[src/rtl/sbnh_pkg.sv]
package sbnh_pkg;

  localparam int SLOTS = 32;
  localparam int FRAC_BITS = 8;
  localparam int SLOT_W = $clog2(SLOTS);
  localparam int SLOT_IN_W = 5;
  localparam int COORD_W = 24;
  localparam int VAL_W = 27;
  localparam int PROD_W = 2 * VAL_W;
  localparam int FRAC_W = 17;
  localparam int CFG_W = 16;
  localparam int CFG_IDX_W = 2;

  localparam int HW_RAW = ((4 << FRAC_BITS) + 5) / 10;
  localparam int HT_RAW = ((18 << FRAC_BITS) + 5) / 10;
  localparam int HW_RESET = (HW_RAW > 65535) ? 65535 : HW_RAW;
  localparam int HT_RESET = (HT_RAW > 65535) ? 65535 : HT_RAW;

  localparam logic [CFG_IDX_W-1:0] CFG_HALF_WIDTH = CFG_IDX_W'(0);
  localparam logic [CFG_IDX_W-1:0] CFG_BOX_HEIGHT = CFG_IDX_W'(1);

  localparam logic CMD_WRITE = 1'b0;
  localparam logic CMD_QUERY = 1'b1;

  localparam logic [FRAC_W-1:0] FRAC_ONE = FRAC_W'(65536);

  typedef logic signed [COORD_W-1:0] coord_t;
  typedef logic signed [VAL_W-1:0] val_t;
  typedef logic signed [PROD_W-1:0] prod_t;

endpackage

[src/rtl/sbnh_mul.sv]
module sbnh_mul (
  input  logic           clk,
  input  sbnh_pkg::val_t op_a,
  input  sbnh_pkg::val_t op_b,
  output sbnh_pkg::prod_t prod_r
);
  import sbnh_pkg::*;

  always_ff @(posedge clk) begin
    prod_r <= op_a * op_b;
  end

endmodule

[config.mk]
export PLATFORM = sky130hd
export DESIGN_NAME = sbnh_mul
export DESIGN_NICKNAME = d
export VERILOG_FILES = /design/src/rtl/sbnh_pkg.sv /design/src/rtl/sbnh_mul.sv
export SDC_FILE = /design/constraint.sdc
export NUM_CORES = 2
export LEC_CHECK = 0
export CAP_MARGIN = 20
export CORE_ASPECT_RATIO = 1.4
export CORE_MARGIN = 3
export CORE_UTILIZATION = 42
export CTS_BUF_LIST = sky130_fd_sc_hd__clkbuf_8
export CTS_CLUSTER_SIZE = 16
export DETAILED_ROUTE_END_ITERATION = 16
export DONT_BUFFER_PORTS = 1
export PLACE_DENSITY = 0.59
export SYNTH_ARGS = -nofsm -noshare
export SYNTH_HDL_FRONTEND = slang
export SYNTH_SLANG_ARGS = --single-unit
[constraint.sdc]
create_clock -name clk -period 7.2 [get_ports clk]
set_clock_uncertainty 0.15 [all_clocks]
set_input_delay 0.72 -clock clk [delete_from_list [all_inputs] [get_ports clk]]
set_output_delay 0.72 -clock clk [all_outputs]
set_load 0.01 [all_outputs]
==> metrics.cfg <==
[setup_path]
worstPathMaxFanout=27
worst-setup-path-type=input pin to flop
critPathLaunchType=input pin
worstPathRequired_ps=7300
cp-end-kind=flop
cp.arrival_ps=7120

[placement]
placed_area_um2=28900
dp_hpwl_mm=65.0
gp_congestion=0.872
port_buffers=0

[floorplan]
die_w_um=223
core_area_um2=64700
die_area_um2=68900
ioPinCount=109
initial_core_util=0.427
die_h_um=309
fp-row-count=110

[cells_and_area]
top_regs=prod_r x54
stdcell_area_um2=29100
layout-drive-gt1-share=0.0535
area_growth_pct=5.18
fin_util=0.449
top_register=prod_r
fill_cells=6286
num-nets-final=3905
largest_register_ffs=54

[clocking]
clk_pin_slew_ps=120
clock_path_buffers=2
cts_made_buffers=5
cts_sinks=54
cts_tree=done
ctsRootBufferMaster=clkbuf_8
holdBufCountCts=0
htree_num_levels=2

[min_path]
hold_class=input pin to flop

[sta]
min_period_ps=7010
hold_viol_final=0
rsz0062_at_grt=false
fmax_mhz=143
slew_violations=0
finalCritPeriodShare=0.974
slew_headroom=0.597
final-setup-viol-count=0
max_slew.worst_pin.slew_ps=603
hold_ws_ps=325

[logic_synthesis]
synth.area.top_cells=fa_1, inv_1, ha_1, and2_1, nand2_1
synth-seq-area-share=0.0391
synth_edf_count=0
syn_inst=2969
netlist.area_leader.share=0.551
ys.flop_type=dfxtp_1
syn_area_um2=27600
synth_area_leader_cell=fa_1
synth.most_common_cell=inv_1
syn-num-nets=3943
ys_types=65
ys_async_sr_fraction=0
ys_ff_latch=54
synth_warnings=0
synth_commonest_cells=inv_1, fa_1, nand2_1, and2_1, ha_1
avgSynthCellArea_um2=9.31

[routing]
wl_per_cell_um=20.9
viasPerCell=5.15
vias=19400
postRouteAntennaNets=0
drt_iter0_markers=881
drt_pass1_iterations=5
route.detailed.drc=0
routed_wl_mm=79.0

[grt]
globalRouteTotalUtil=0.237
grt_pass1_vias=22600
use_met1=0.229
grt_pass1_wl_mm=124
grt_overflow=0
antenna_found_initial=1
met3_usage=0.0330
busiest_layer=met2
met2_usage=0.468
grt_max_degree=28

[run_status]
status=complete, no violations

[run]
drv_cap=0

-- worst paths after layout --
kind	slack, ps	startpoint	cells after the start	to
hold / removal	320	op_a[0]	1	prod_r[0]
setup / recovery	190	op_b[15]	24	prod_r[53]
-- worst max-delay path: stages --
cell	delay, ps
and2_1	160
fa_1	530
inv_1	50
fa_1	540
inv_2	50
fa_1	500
inv_1	50
fa_1	530
inv_1	50
fa_1	450
fa_1	490
inv_1	50
fa_1	470
inv_1	60
ha_4	220
and3_4	180
a221o_1	380
o2111ai_2	240
o211ai_1	250
a211oi_4	340
nand2b_1	140
a31o_4	260
a2111oi_4	300
nor3_2	80
-- logic make-up (layout without fill, tap and decap cells) --
logic type	after synthesis	count (layout)	synth area share
adder cells (fa/ha/maj)	919	919	0.623
XOR/XNOR	57	57	0.0181
AO/OA/AOI/OAI	155	155	0.0427
other	0	1	0
buffers and inverters	968	931	0.134
AND/OR/NAND/NOR	816	816	0.143
flip-flops	54	54	0.0391
-- final cells by class --
type                       count  area, um2  share of cell area
multi-input combinational   1947      23000               0.790
inverter                     822       3100               0.107
sequential                    54       1080              0.0372
tap                          840       1050              0.0362
timing repair buffer         101        783              0.0270
clock buffer                   5       68.8             0.00237
clock inverter                 3       28.8            0.000990
antenna                        1       2.50           0.0000861
-- placed cells by master, fill, tap and decap left out, drive strengths merged, types with 14 or more instances in the layout --
cell type,instances
and2,299
fa,761
o21ai,18
inv,822
ha,158
dfxtp,54
xor2,14
a21oi,38
nand2,421
a21o,44
buf,101
xnor2,43
nor2,42
-- through the flow --
step	TNS, ps	worst slack, ps	instances
2_1_floorplan	-49.3	-49.3	2969
3_3_place_gp	-1140	-337	3763
3_5_place_dp	-1300	-318	3763
4_1_cts	0	73.1	3771
5_1_grt	0	5.17	3772
6_report	0	187	3773
-- per-layer routing --
metal  share of wire  vias to the layer above  routed length [um]
met5               0                        -                   0
met4           0.078                        0                6160
met3           0.041                      252                3230
met2            0.57                      569               45100
met1            0.31                    10300               24500
li1                -                     8309                   -
-- what timing repair did --
| item | CTS | global route |
|---|---|---|
| endpoints found under the setup margin | 0 | 7 |
| setup buffers | 0 | 1 |
| gates resized for setup | 0 | 12 |
Power is not shown: default switching activity piles up to over one toggle a cycle in this logic, so the estimate is an artifact.
