### src/rtl/sbnh_pkg.sv
package sbnh_pkg;

  localparam int SLOTS = 32;
  localparam int FRAC_BITS = 8;
  localparam int SLOT_W = $clog2(SLOTS);
  localparam int SLOT_IN_W = 5;
  localparam int COORD_W = 24;
  localparam int VAL_W = 27;
  localparam int PROD_W = 2 * VAL_W;
  localparam int FRAC_W = 17;
  localparam int CFG_W = 16;
  localparam int CFG_IDX_W = 2;

  localparam int HW_RAW = ((4 << FRAC_BITS) + 5) / 10;
  localparam int HT_RAW = ((18 << FRAC_BITS) + 5) / 10;
  localparam int HW_RESET = (HW_RAW > 65535) ? 65535 : HW_RAW;
  localparam int HT_RESET = (HT_RAW > 65535) ? 65535 : HT_RAW;

  localparam logic [CFG_IDX_W-1:0] CFG_HALF_WIDTH = CFG_IDX_W'(0);
  localparam logic [CFG_IDX_W-1:0] CFG_BOX_HEIGHT = CFG_IDX_W'(1);

  localparam logic CMD_WRITE = 1'b0;
  localparam logic CMD_QUERY = 1'b1;

  localparam logic [FRAC_W-1:0] FRAC_ONE = FRAC_W'(65536);

  typedef logic signed [COORD_W-1:0] coord_t;
  typedef logic signed [VAL_W-1:0] val_t;
  typedef logic signed [PROD_W-1:0] prod_t;

endpackage

### src/rtl/sbnh_div.sv
module sbnh_div (
  input  logic                          clk,
  input  logic                          rst_n,
  input  logic                          div_start,
  input  logic [sbnh_pkg::VAL_W-1:0]    num,
  input  logic [sbnh_pkg::VAL_W-1:0]    den,
  output logic                          done_r,
  output logic [sbnh_pkg::FRAC_W-1:0]   quot_r
);
  import sbnh_pkg::*;

  localparam int CNT_W = $clog2(FRAC_W);

  logic [VAL_W:0]   rem_r;
  logic [VAL_W-1:0] den_r;
  logic [CNT_W-1:0] cnt_r;
  logic             run_r;
  logic             ge;
  logic [VAL_W:0]   diff;

  assign ge   = rem_r >= {1'b0, den_r};
  assign diff = ge ? (rem_r - {1'b0, den_r}) : rem_r;

  always_ff @(posedge clk) begin
    if (!rst_n) begin
      run_r  <= 1'b0;
      done_r <= 1'b0;
      cnt_r  <= '0;
    end else begin
      done_r <= 1'b0;
      if (div_start) begin
        run_r <= 1'b1;
        cnt_r <= '0;
        rem_r <= {1'b0, num};
        den_r <= den;
      end else if (run_r) begin
        rem_r  <= {diff[VAL_W-1:0], 1'b0};
        quot_r <= {quot_r[FRAC_W-2:0], ge};
        cnt_r  <= cnt_r + 1'b1;
        if (cnt_r == CNT_W'(FRAC_W - 1)) begin
          run_r  <= 1'b0;
          done_r <= 1'b1;
        end
      end
    end
  end

endmodule

### config.mk
export PLATFORM = sky130hd
export DESIGN_NAME = sbnh_div
export DESIGN_NICKNAME = d
export VERILOG_FILES = /design/src/rtl/sbnh_pkg.sv /design/src/rtl/sbnh_div.sv
export SDC_FILE = /design/constraint.sdc
export NUM_CORES = 1
export LEC_CHECK = 0
export ABC_AREA = 0
export BUFFER_PORTS_ARGS = -buffer_cell sky130_fd_sc_hd__buf_2
export CAP_MARGIN = 15
export CORE_MARGIN = 2
export CORE_UTILIZATION = 35
export CTS_CLUSTER_SIZE = 16
export DETAILED_ROUTE_END_ITERATION = 10
export PLACE_DENSITY = 0.65
export SETUP_SLACK_MARGIN = 0.05
export SYNTH_ARGS = -nofsm -noshare
export SYNTH_HDL_FRONTEND = slang
export SYNTH_SLANG_ARGS = --single-unit
export TNS_END_PERCENT = 30
### constraint.sdc
create_clock -name clk -period 4.4 [get_ports clk]
set_input_delay 0.66 -clock clk [delete_from_list [all_inputs] [get_ports clk]]
set_output_delay 0.66 -clock clk [all_outputs]
set_load 0.02 [all_outputs]
==> flow_summary.yaml, run 1 <==
route:
  drtIter0Drc: 131
  viasPerCell: 4.844
  vias: 3221
  dr.pass1.iters: 4
  wire_per_inst_um: 14.04
  wl_mm: 9.334
  ant_nets: 0
  drcViolationCount: 0
critical_path:
  slowest_delay_ps: 400
  crit_chain: "inv_1, ha_1, fa_1, nand2b_1, a211oi_1, o311ai_1, a21oi_2, nor4b_2, o31ai_4, buf_4, mux2_4, mux2_2"
  crit_required_ps: 4490
  path_buf_inv: 2
  path_depth: 12
  critical_path.endpoint_type: "flip-flop"
  cp.arrival_ps: 3490
  start_kind: "flip-flop"
  endpoint: "rem_r[17]"
  startpoint: "rem_r[0]"
  worst-path-max-fanout: 23
  crit_type: "reg2reg"
  ff2ff_path_depth: 12
  regToRegStartpoint: "rem_r[0]"
  reg2reg_to: "rem_r[17]"
  critical-path-slowest-cell: "fa_1"
  rrSetupSlack_ps: 990
  crit_family: "compound AO/OA/AOI/OAI gates"
yosys:
  ys_ff_latch: 79
  postSynthAreaPerCell_sq_um: 11.37
  async_flop_share: 0
  synthCells: 408
  yosysWarnings: 0
  synth-main-ff-cell: "edfxtp_1"
  synth_top_area_share: 0.4659
  syn_nets: 495
  synthDistinctLibCells: 54
  syn_area_sq_um: 4641
  synth_edf_count: 72
  yosys.area.top_type: "edfxtp_1"
  seq_area_frac_synth: 0.4961
  ys_top_cells_by_area: "edfxtp_1, ha_1, mux2_2"
die:
  die_area_sq_um: 14200
  fp.dieH_um: 119.2
  start_util: 0.3547
  fp.coreArea_sq_um: 13090
  rows: 42
  io_pins: 75
  die_x_um: 119.2
sta:
  fmax_ghz: 0.2933
  setup_violations: 0
  rsz0062_at_grt: "no"
  finClkSkew_ps: 7.591
  hold_viol: 0
  maxSlewViolCount: 0
  fin_hold_ws_ps: 447.2
  slew-limit-headroom: 0.6428
  finalCritPeriodShare: 0.7748
  worst_pin_slew_ps: 535.2
  finalSetupTns_ps: 0
  period_minus_slack_ps: 3409
clock_tree:
  clock_path_buffers: 2
  clockRootBuffer: "clkbuf_16"
  clkSlewWorstSetupHoldPaths_ps: 60
  post_cts_buffers: 0
  cts_buffers: 9
  ctsHtreeMaxLevel: 3
  cts.hold.buffers_added: 0
  cts.repair.resized: 0
  tritoncts: "built"
  cts.sinks: 79
  insertion_delay_ps: 340
global_route:
  grt_overflow: 0
  grt_pass1_vias: 3279
  grt_use_total: 0.1366
  antenna_found_initial: 0
  grt_max_degree: 42
  grt_pass1_wl_mm: 15.26
power:
  power_switching_uw: 640.0
  power_frac_seq: 0.406
  switching_share: 0.2836
  max-vdd-ir-drop_mv: 0.1773
  clockPowerShare: 0.335
  power_density_nw_per_um2: 410.2
  p_leak_uw: 0.002266
  p_int_uw: 1617
  combPwrFrac: 0.259
layout:
  antenna_cells: 0
  nFillCells: 1247
  final_common_cell: "buf_2"
  instances_no_fill: 665
  finalNetCount: 571
  drive_gt1_frac: 0.3027
  final_cell_mix: "buf_2, edfxtp_1, inv_1"
  synthToLayoutAreaGrowth_pct: 18.55
status:
  status: "completed"
hold_path:
  holdCritPathClass: "reg2reg"
placement:
  gp_congestion: 0.8311
  placed_cells: 648
  io_buffer_count: 74
  hpwl_mm: 6.857
flow_run:
  maxCapViolations: 0
## power by group through the flow
stage	clock, uW	combinational (uW)	sequential (uW)
after floorplan	0	476	927
after global placement	0	569	930
after detailed placement	0	582	932
after CTS	778	585	917
after global routing	804	655	922
final	756	584	917
## flip-flops by register name (all words and copies together), names as in the netlist
register,cells
done_r,1
quot_r,17
cnt_r,5
rem_r,28
run_r,1
den_r,27
## layer usage
metal  vias to the layer above  GRT usage  part of all wire
met5                         -          0                 0
met4                         0    0.05580             0.018
met3                        10    0.03975             0.042
met2                        64     0.2238              0.48
met1                      1520     0.1688              0.46
li1                       1627          -                 -
## final cells by class
class	count	area [sq um]	share of cell area
inverters	38	142.6	0.02593
flip-flops and latches	79	2302	0.4185
repair buffers	80	435.4	0.07914
clock inverters	4	30.03	0.005458
multi-input cells	276	2092	0.3803
well taps	176	220.2	0.04003
clock buffers	12	279.0	0.05072
## through the flow
| step | instance area, sq um | power [uW] | setup WS [ps] | utilization |
|---|---|---|---|---|
| 2_1_floorplan | 4641 | 1404 | 1319 | - |
| 3_3_place_gp | 5165 | 1499 | 1102 | 0.3947 |
| 3_5_place_dp | 5165 | 1514 | 998.5 | 0.3947 |
| 4_1_cts | 5474 | 2280 | 980.3 | 0.4183 |
| 5_1_grt | 5502 | 2382 | 780.7 | 0.4204 |
| 6_report | 5502 | 2257 | 990.8 | 0.4204 |
## worst min-delay path by stage
stage | end | cells past startpoint | start | slack (ps)
after floorplan | cnt_r[4] | 2 | cnt_r[4] | 470
after global placement | quot_r[15] | 0 | quot_r[14] | 430
after detailed placement | quot_r[7] | 0 | quot_r[6] | 440
after CTS | quot_r[7] | 0 | quot_r[6] | 450
after global routing | quot_r[7] | 0 | quot_r[6] | 460
final | quot_r[7] | 0 | quot_r[6] | 450
## cell usage after synthesis (9+ instances only)
cell / number
inv_1: 38
a21oi_2: 11
edfxtp_1: 72
xor2_1: 14
ha_1: 29
a21oi_1: 31
nor2_1: 29
o21ai_0: 16
xnor2_1: 11
a21o_1: 9
mux2_2: 21
nand2_1: 16
## worst register-to-register path: cells and delay by family (launching register included)
family          cells  cell delay, ps
mux                 2             600
flops               1             350
buf+inv             2             400
simple gates        2             260
fa+ha+maj           2             620
compound gates      4             920
## cells by family after synthesis
kind of cell,after synthesis,share of synthesized area
xor gates and xnor gates,25,0.04718
AOI/OAI and AO/OA,100,0.1461
DFF,79,0.4961
muxes,25,0.06174
adders and majority gates,30,0.08250
and+or+nand+nor,96,0.1132
buffers and inverters,53,0.05311
(Power assumes the default switching activity.)
==> inputs of run 2 (changes only) <==
--- a/config.mk
+++ b/config.mk
@@ -12,7 +12,7 @@
 export CORE_UTILIZATION = 35
 export CTS_CLUSTER_SIZE = 16
 export DETAILED_ROUTE_END_ITERATION = 10
-export PLACE_DENSITY = 0.65
+export PLACE_DENSITY = 0.67
 export SETUP_SLACK_MARGIN = 0.05
 export SYNTH_ARGS = -nofsm -noshare
 export SYNTH_HDL_FRONTEND = slang
==> constraint.sdc (replaced) <==
create_clock -name clk -period 2.8 [get_ports clk]
set_input_delay 0.42 -clock clk [delete_from_list [all_inputs] [get_ports clk]]
set_output_delay 0.42 -clock clk [all_outputs]
set_load 0.02 [all_outputs]
==> run 2 against run 1 <==
Largest power group unchanged. Via count increased by 10%. Critical path type unchanged. Core utilization increased by 6.3 points. Clock-buffer cell count decreased by 2. Sequential share of layout area decreased by 5.4 points. Routed wire length increased by 18%. First-iteration DRC count decreased by 17%. Combinational power increased by 120%. The run now ends with setup timing left. Final area increased by 15%.
==> flow_summary.yaml, run 2 (synthesis results as in run 1) <==
status:
  status: "finished, violations left"
  violations: "setup timing"
layout:
  antenna_cells: 0
  seq_area_sq_um: 2302
  instances_no_fill: 735
  synthToLayoutAreaGrowth_pct: 36.21
  regMostFlops: "rem_r"
  fin_util: 0.4831
  reg_top3: "rem_r: 28 flops, den_r: 27 flops, quot_r: 17 flops"
  drive_gt1_frac: 0.4419
  final_cell_mix: "buf_2, edfxtp_1, buf_4"
  nFillCells: 1192
  largest_reg_flops: 28
  finalNetCount: 641
  multiInputGateArea_sq_um: 2362
  final_common_cell: "buf_2"
  finish.instance_area_sq_um: 6321
route:
  ant_nets: 0
  drcViolationCount: 0
  viasPerCell: 4.839
  vias: 3557
  wire_per_inst_um: 14.98
  wl_mm: 11.01
  dr.pass1.iters: 4
  drtIter0Drc: 109
global_route:
  grt_max_degree: 30
  grtUsageMet2: 0.2640
  use_met3: 0.04167
  antenna_found_initial: 0
  grt_pass1_vias: 3674
  top_usage_layer: "met2"
  grt_use_total: 0.1574
  grt_pass1_wl_mm: 17.51
  grt_overflow: 0
  grt_use_met1: 0.1906
critical_path:
  critical_path.endpoint_type: "flip-flop"
  cp_common_cell: "o31a_1"
  crit_required_ps: 2900
  start_kind: "flip-flop"
  crit_chain: "buf_6, ha_4, nor2b_4, o31a_1, o21ai_2, o31a_1, o211ai_1, and3_1, o41ai_2, o22ai_1, mux2_4"
  cp.arrival_ps: 3110
  path_buf_inv: 1
  worst-path-max-fanout: 3
  crit_family: "compound AO/OA/AOI/OAI gates"
  critical-path-slowest-cell: "edfxtp_1"
  slowest_delay_ps: 420
  crit_type: "reg2reg"
placement:
  io_buffer_count: 74
  dp_slack_ps: -369.0
  gp_congestion: 0.9108
  placed_cells: 701
  placed_cell_area_sq_um: 5588
  hpwl_mm: 7.823
power:
  switching_share: 0.2871
  p_int_uw: 2842
  p_leak_uw: 0.002661
  max-vdd-ir-drop_mv: 0.2663
  power_density_nw_per_um2: 630.8
  clockPowerShare: 0.319
  combPwrFrac: 0.318
  power_switching_uw: 1145
  power_frac_seq: 0.363
sta:
  fmax_ghz: 0.3319
  finalCritPeriodShare: 1.076
  hold_viol: 0
  slew-limit-headroom: 0.6316
  rsz0062_at_grt: "yes"
  period_minus_slack_ps: 3013
  worst_pin_slew_ps: 552.6
  maxSlewViolCount: 0
  finalWorstSetupSlack_ps: -212.6
  setup_violations: 27
  finClkSkew_ps: 10.28
  fin_hold_ws_ps: 241.5
clock_tree:
  clock_path_buffers: 2
  insertion_delay_ps: 350
  ctsHtreeMaxLevel: 3
  clockRootBuffer: "clkbuf_16"
  cts.sinks: 79
  clkSlewWorstSetupHoldPaths_ps: 60
  cts.hold.buffers_added: 0
  tritoncts: "built"
  cts_buffers: 9
die:
  rows: 42
  die_x_um: 119.2
  fp.dieH_um: 119.2
  io_pins: 75
  start_util: 0.3547
  fp.coreArea_sq_um: 13090
  die_area_sq_um: 14200
flow_run:
  maxCapViolations: 0
hold_path:
  holdCritPathClass: "in2reg"
-- run 2: layout make-up --
cell class	count	share of cell area
multi-input cells	276	0.3737
flip-flops and latches	79	0.3642
repair buffers	150	0.1538
clock buffers	10	0.03622
well taps	176	0.03484
inverters	38	0.02257
clock inverters	6	0.01465
-- run 2: worst reg2reg max path, stage by stage, from the launching register on --
cell and delay [ps]:
edfxtp_1 420, buf_6 150, ha_4 210, nor2b_4 120
o31a_1 310, o21ai_2 160, o31a_1 190, o211ai_1 180
and3_1 280, o41ai_2 320, o22ai_1 140, mux2_4 280
-- run 2: power groups by stage --
stage / clock, uW / combinational [uW] / sequential, uW
after detailed placement: 0 / 1090 / 1460
after global placement: 0 / 1050 / 1460
after floorplan: 0 / 756 / 1460
final: 1270 / 1270 / 1450
after global routing: 1340 / 1400 / 1460
after CTS: 1300 / 1180 / 1440
-- run 2: routing by layer --
layer / part of all wire / up-vias
met5: 0 / -
met4: 0.023 / 0
met3: 0.033 / 20
met2: 0.50 / 57
met1: 0.45 / 1702
li1: - / 1778
-- run 2: worst paths after layout --
kind | startpoint | endpoint | slack (ps) | cells after the start
setup / recovery | rem_r[1] | rem_r[26] | -210 | 11
hold / removal | den[3] | den_r[3] | 240 | 1
setup reg to reg | rem_r[1] | rem_r[26] | -210 | 11
hold reg to reg | quot_r[12] | quot_r[13] | 450 | 0
-- run 2: timing repair --
action,4_1_cts,5_1_grt
resized for setup,23,30
buffers inserted,10,9
pin swaps,10,23
hold endpoints to repair,0,0
setup endpoints to repair,28,28
gates cloned,0,0
-- run 2: per-stage QoR --
step | power [uW] | TNS (ps)
floorplan | 2213 | -1442
global placement | 2513 | -5617
detailed placement | 2552 | -7921
CTS | 3917 | -4983
global route | 4191 | -7460
finish | 3987 | -3770
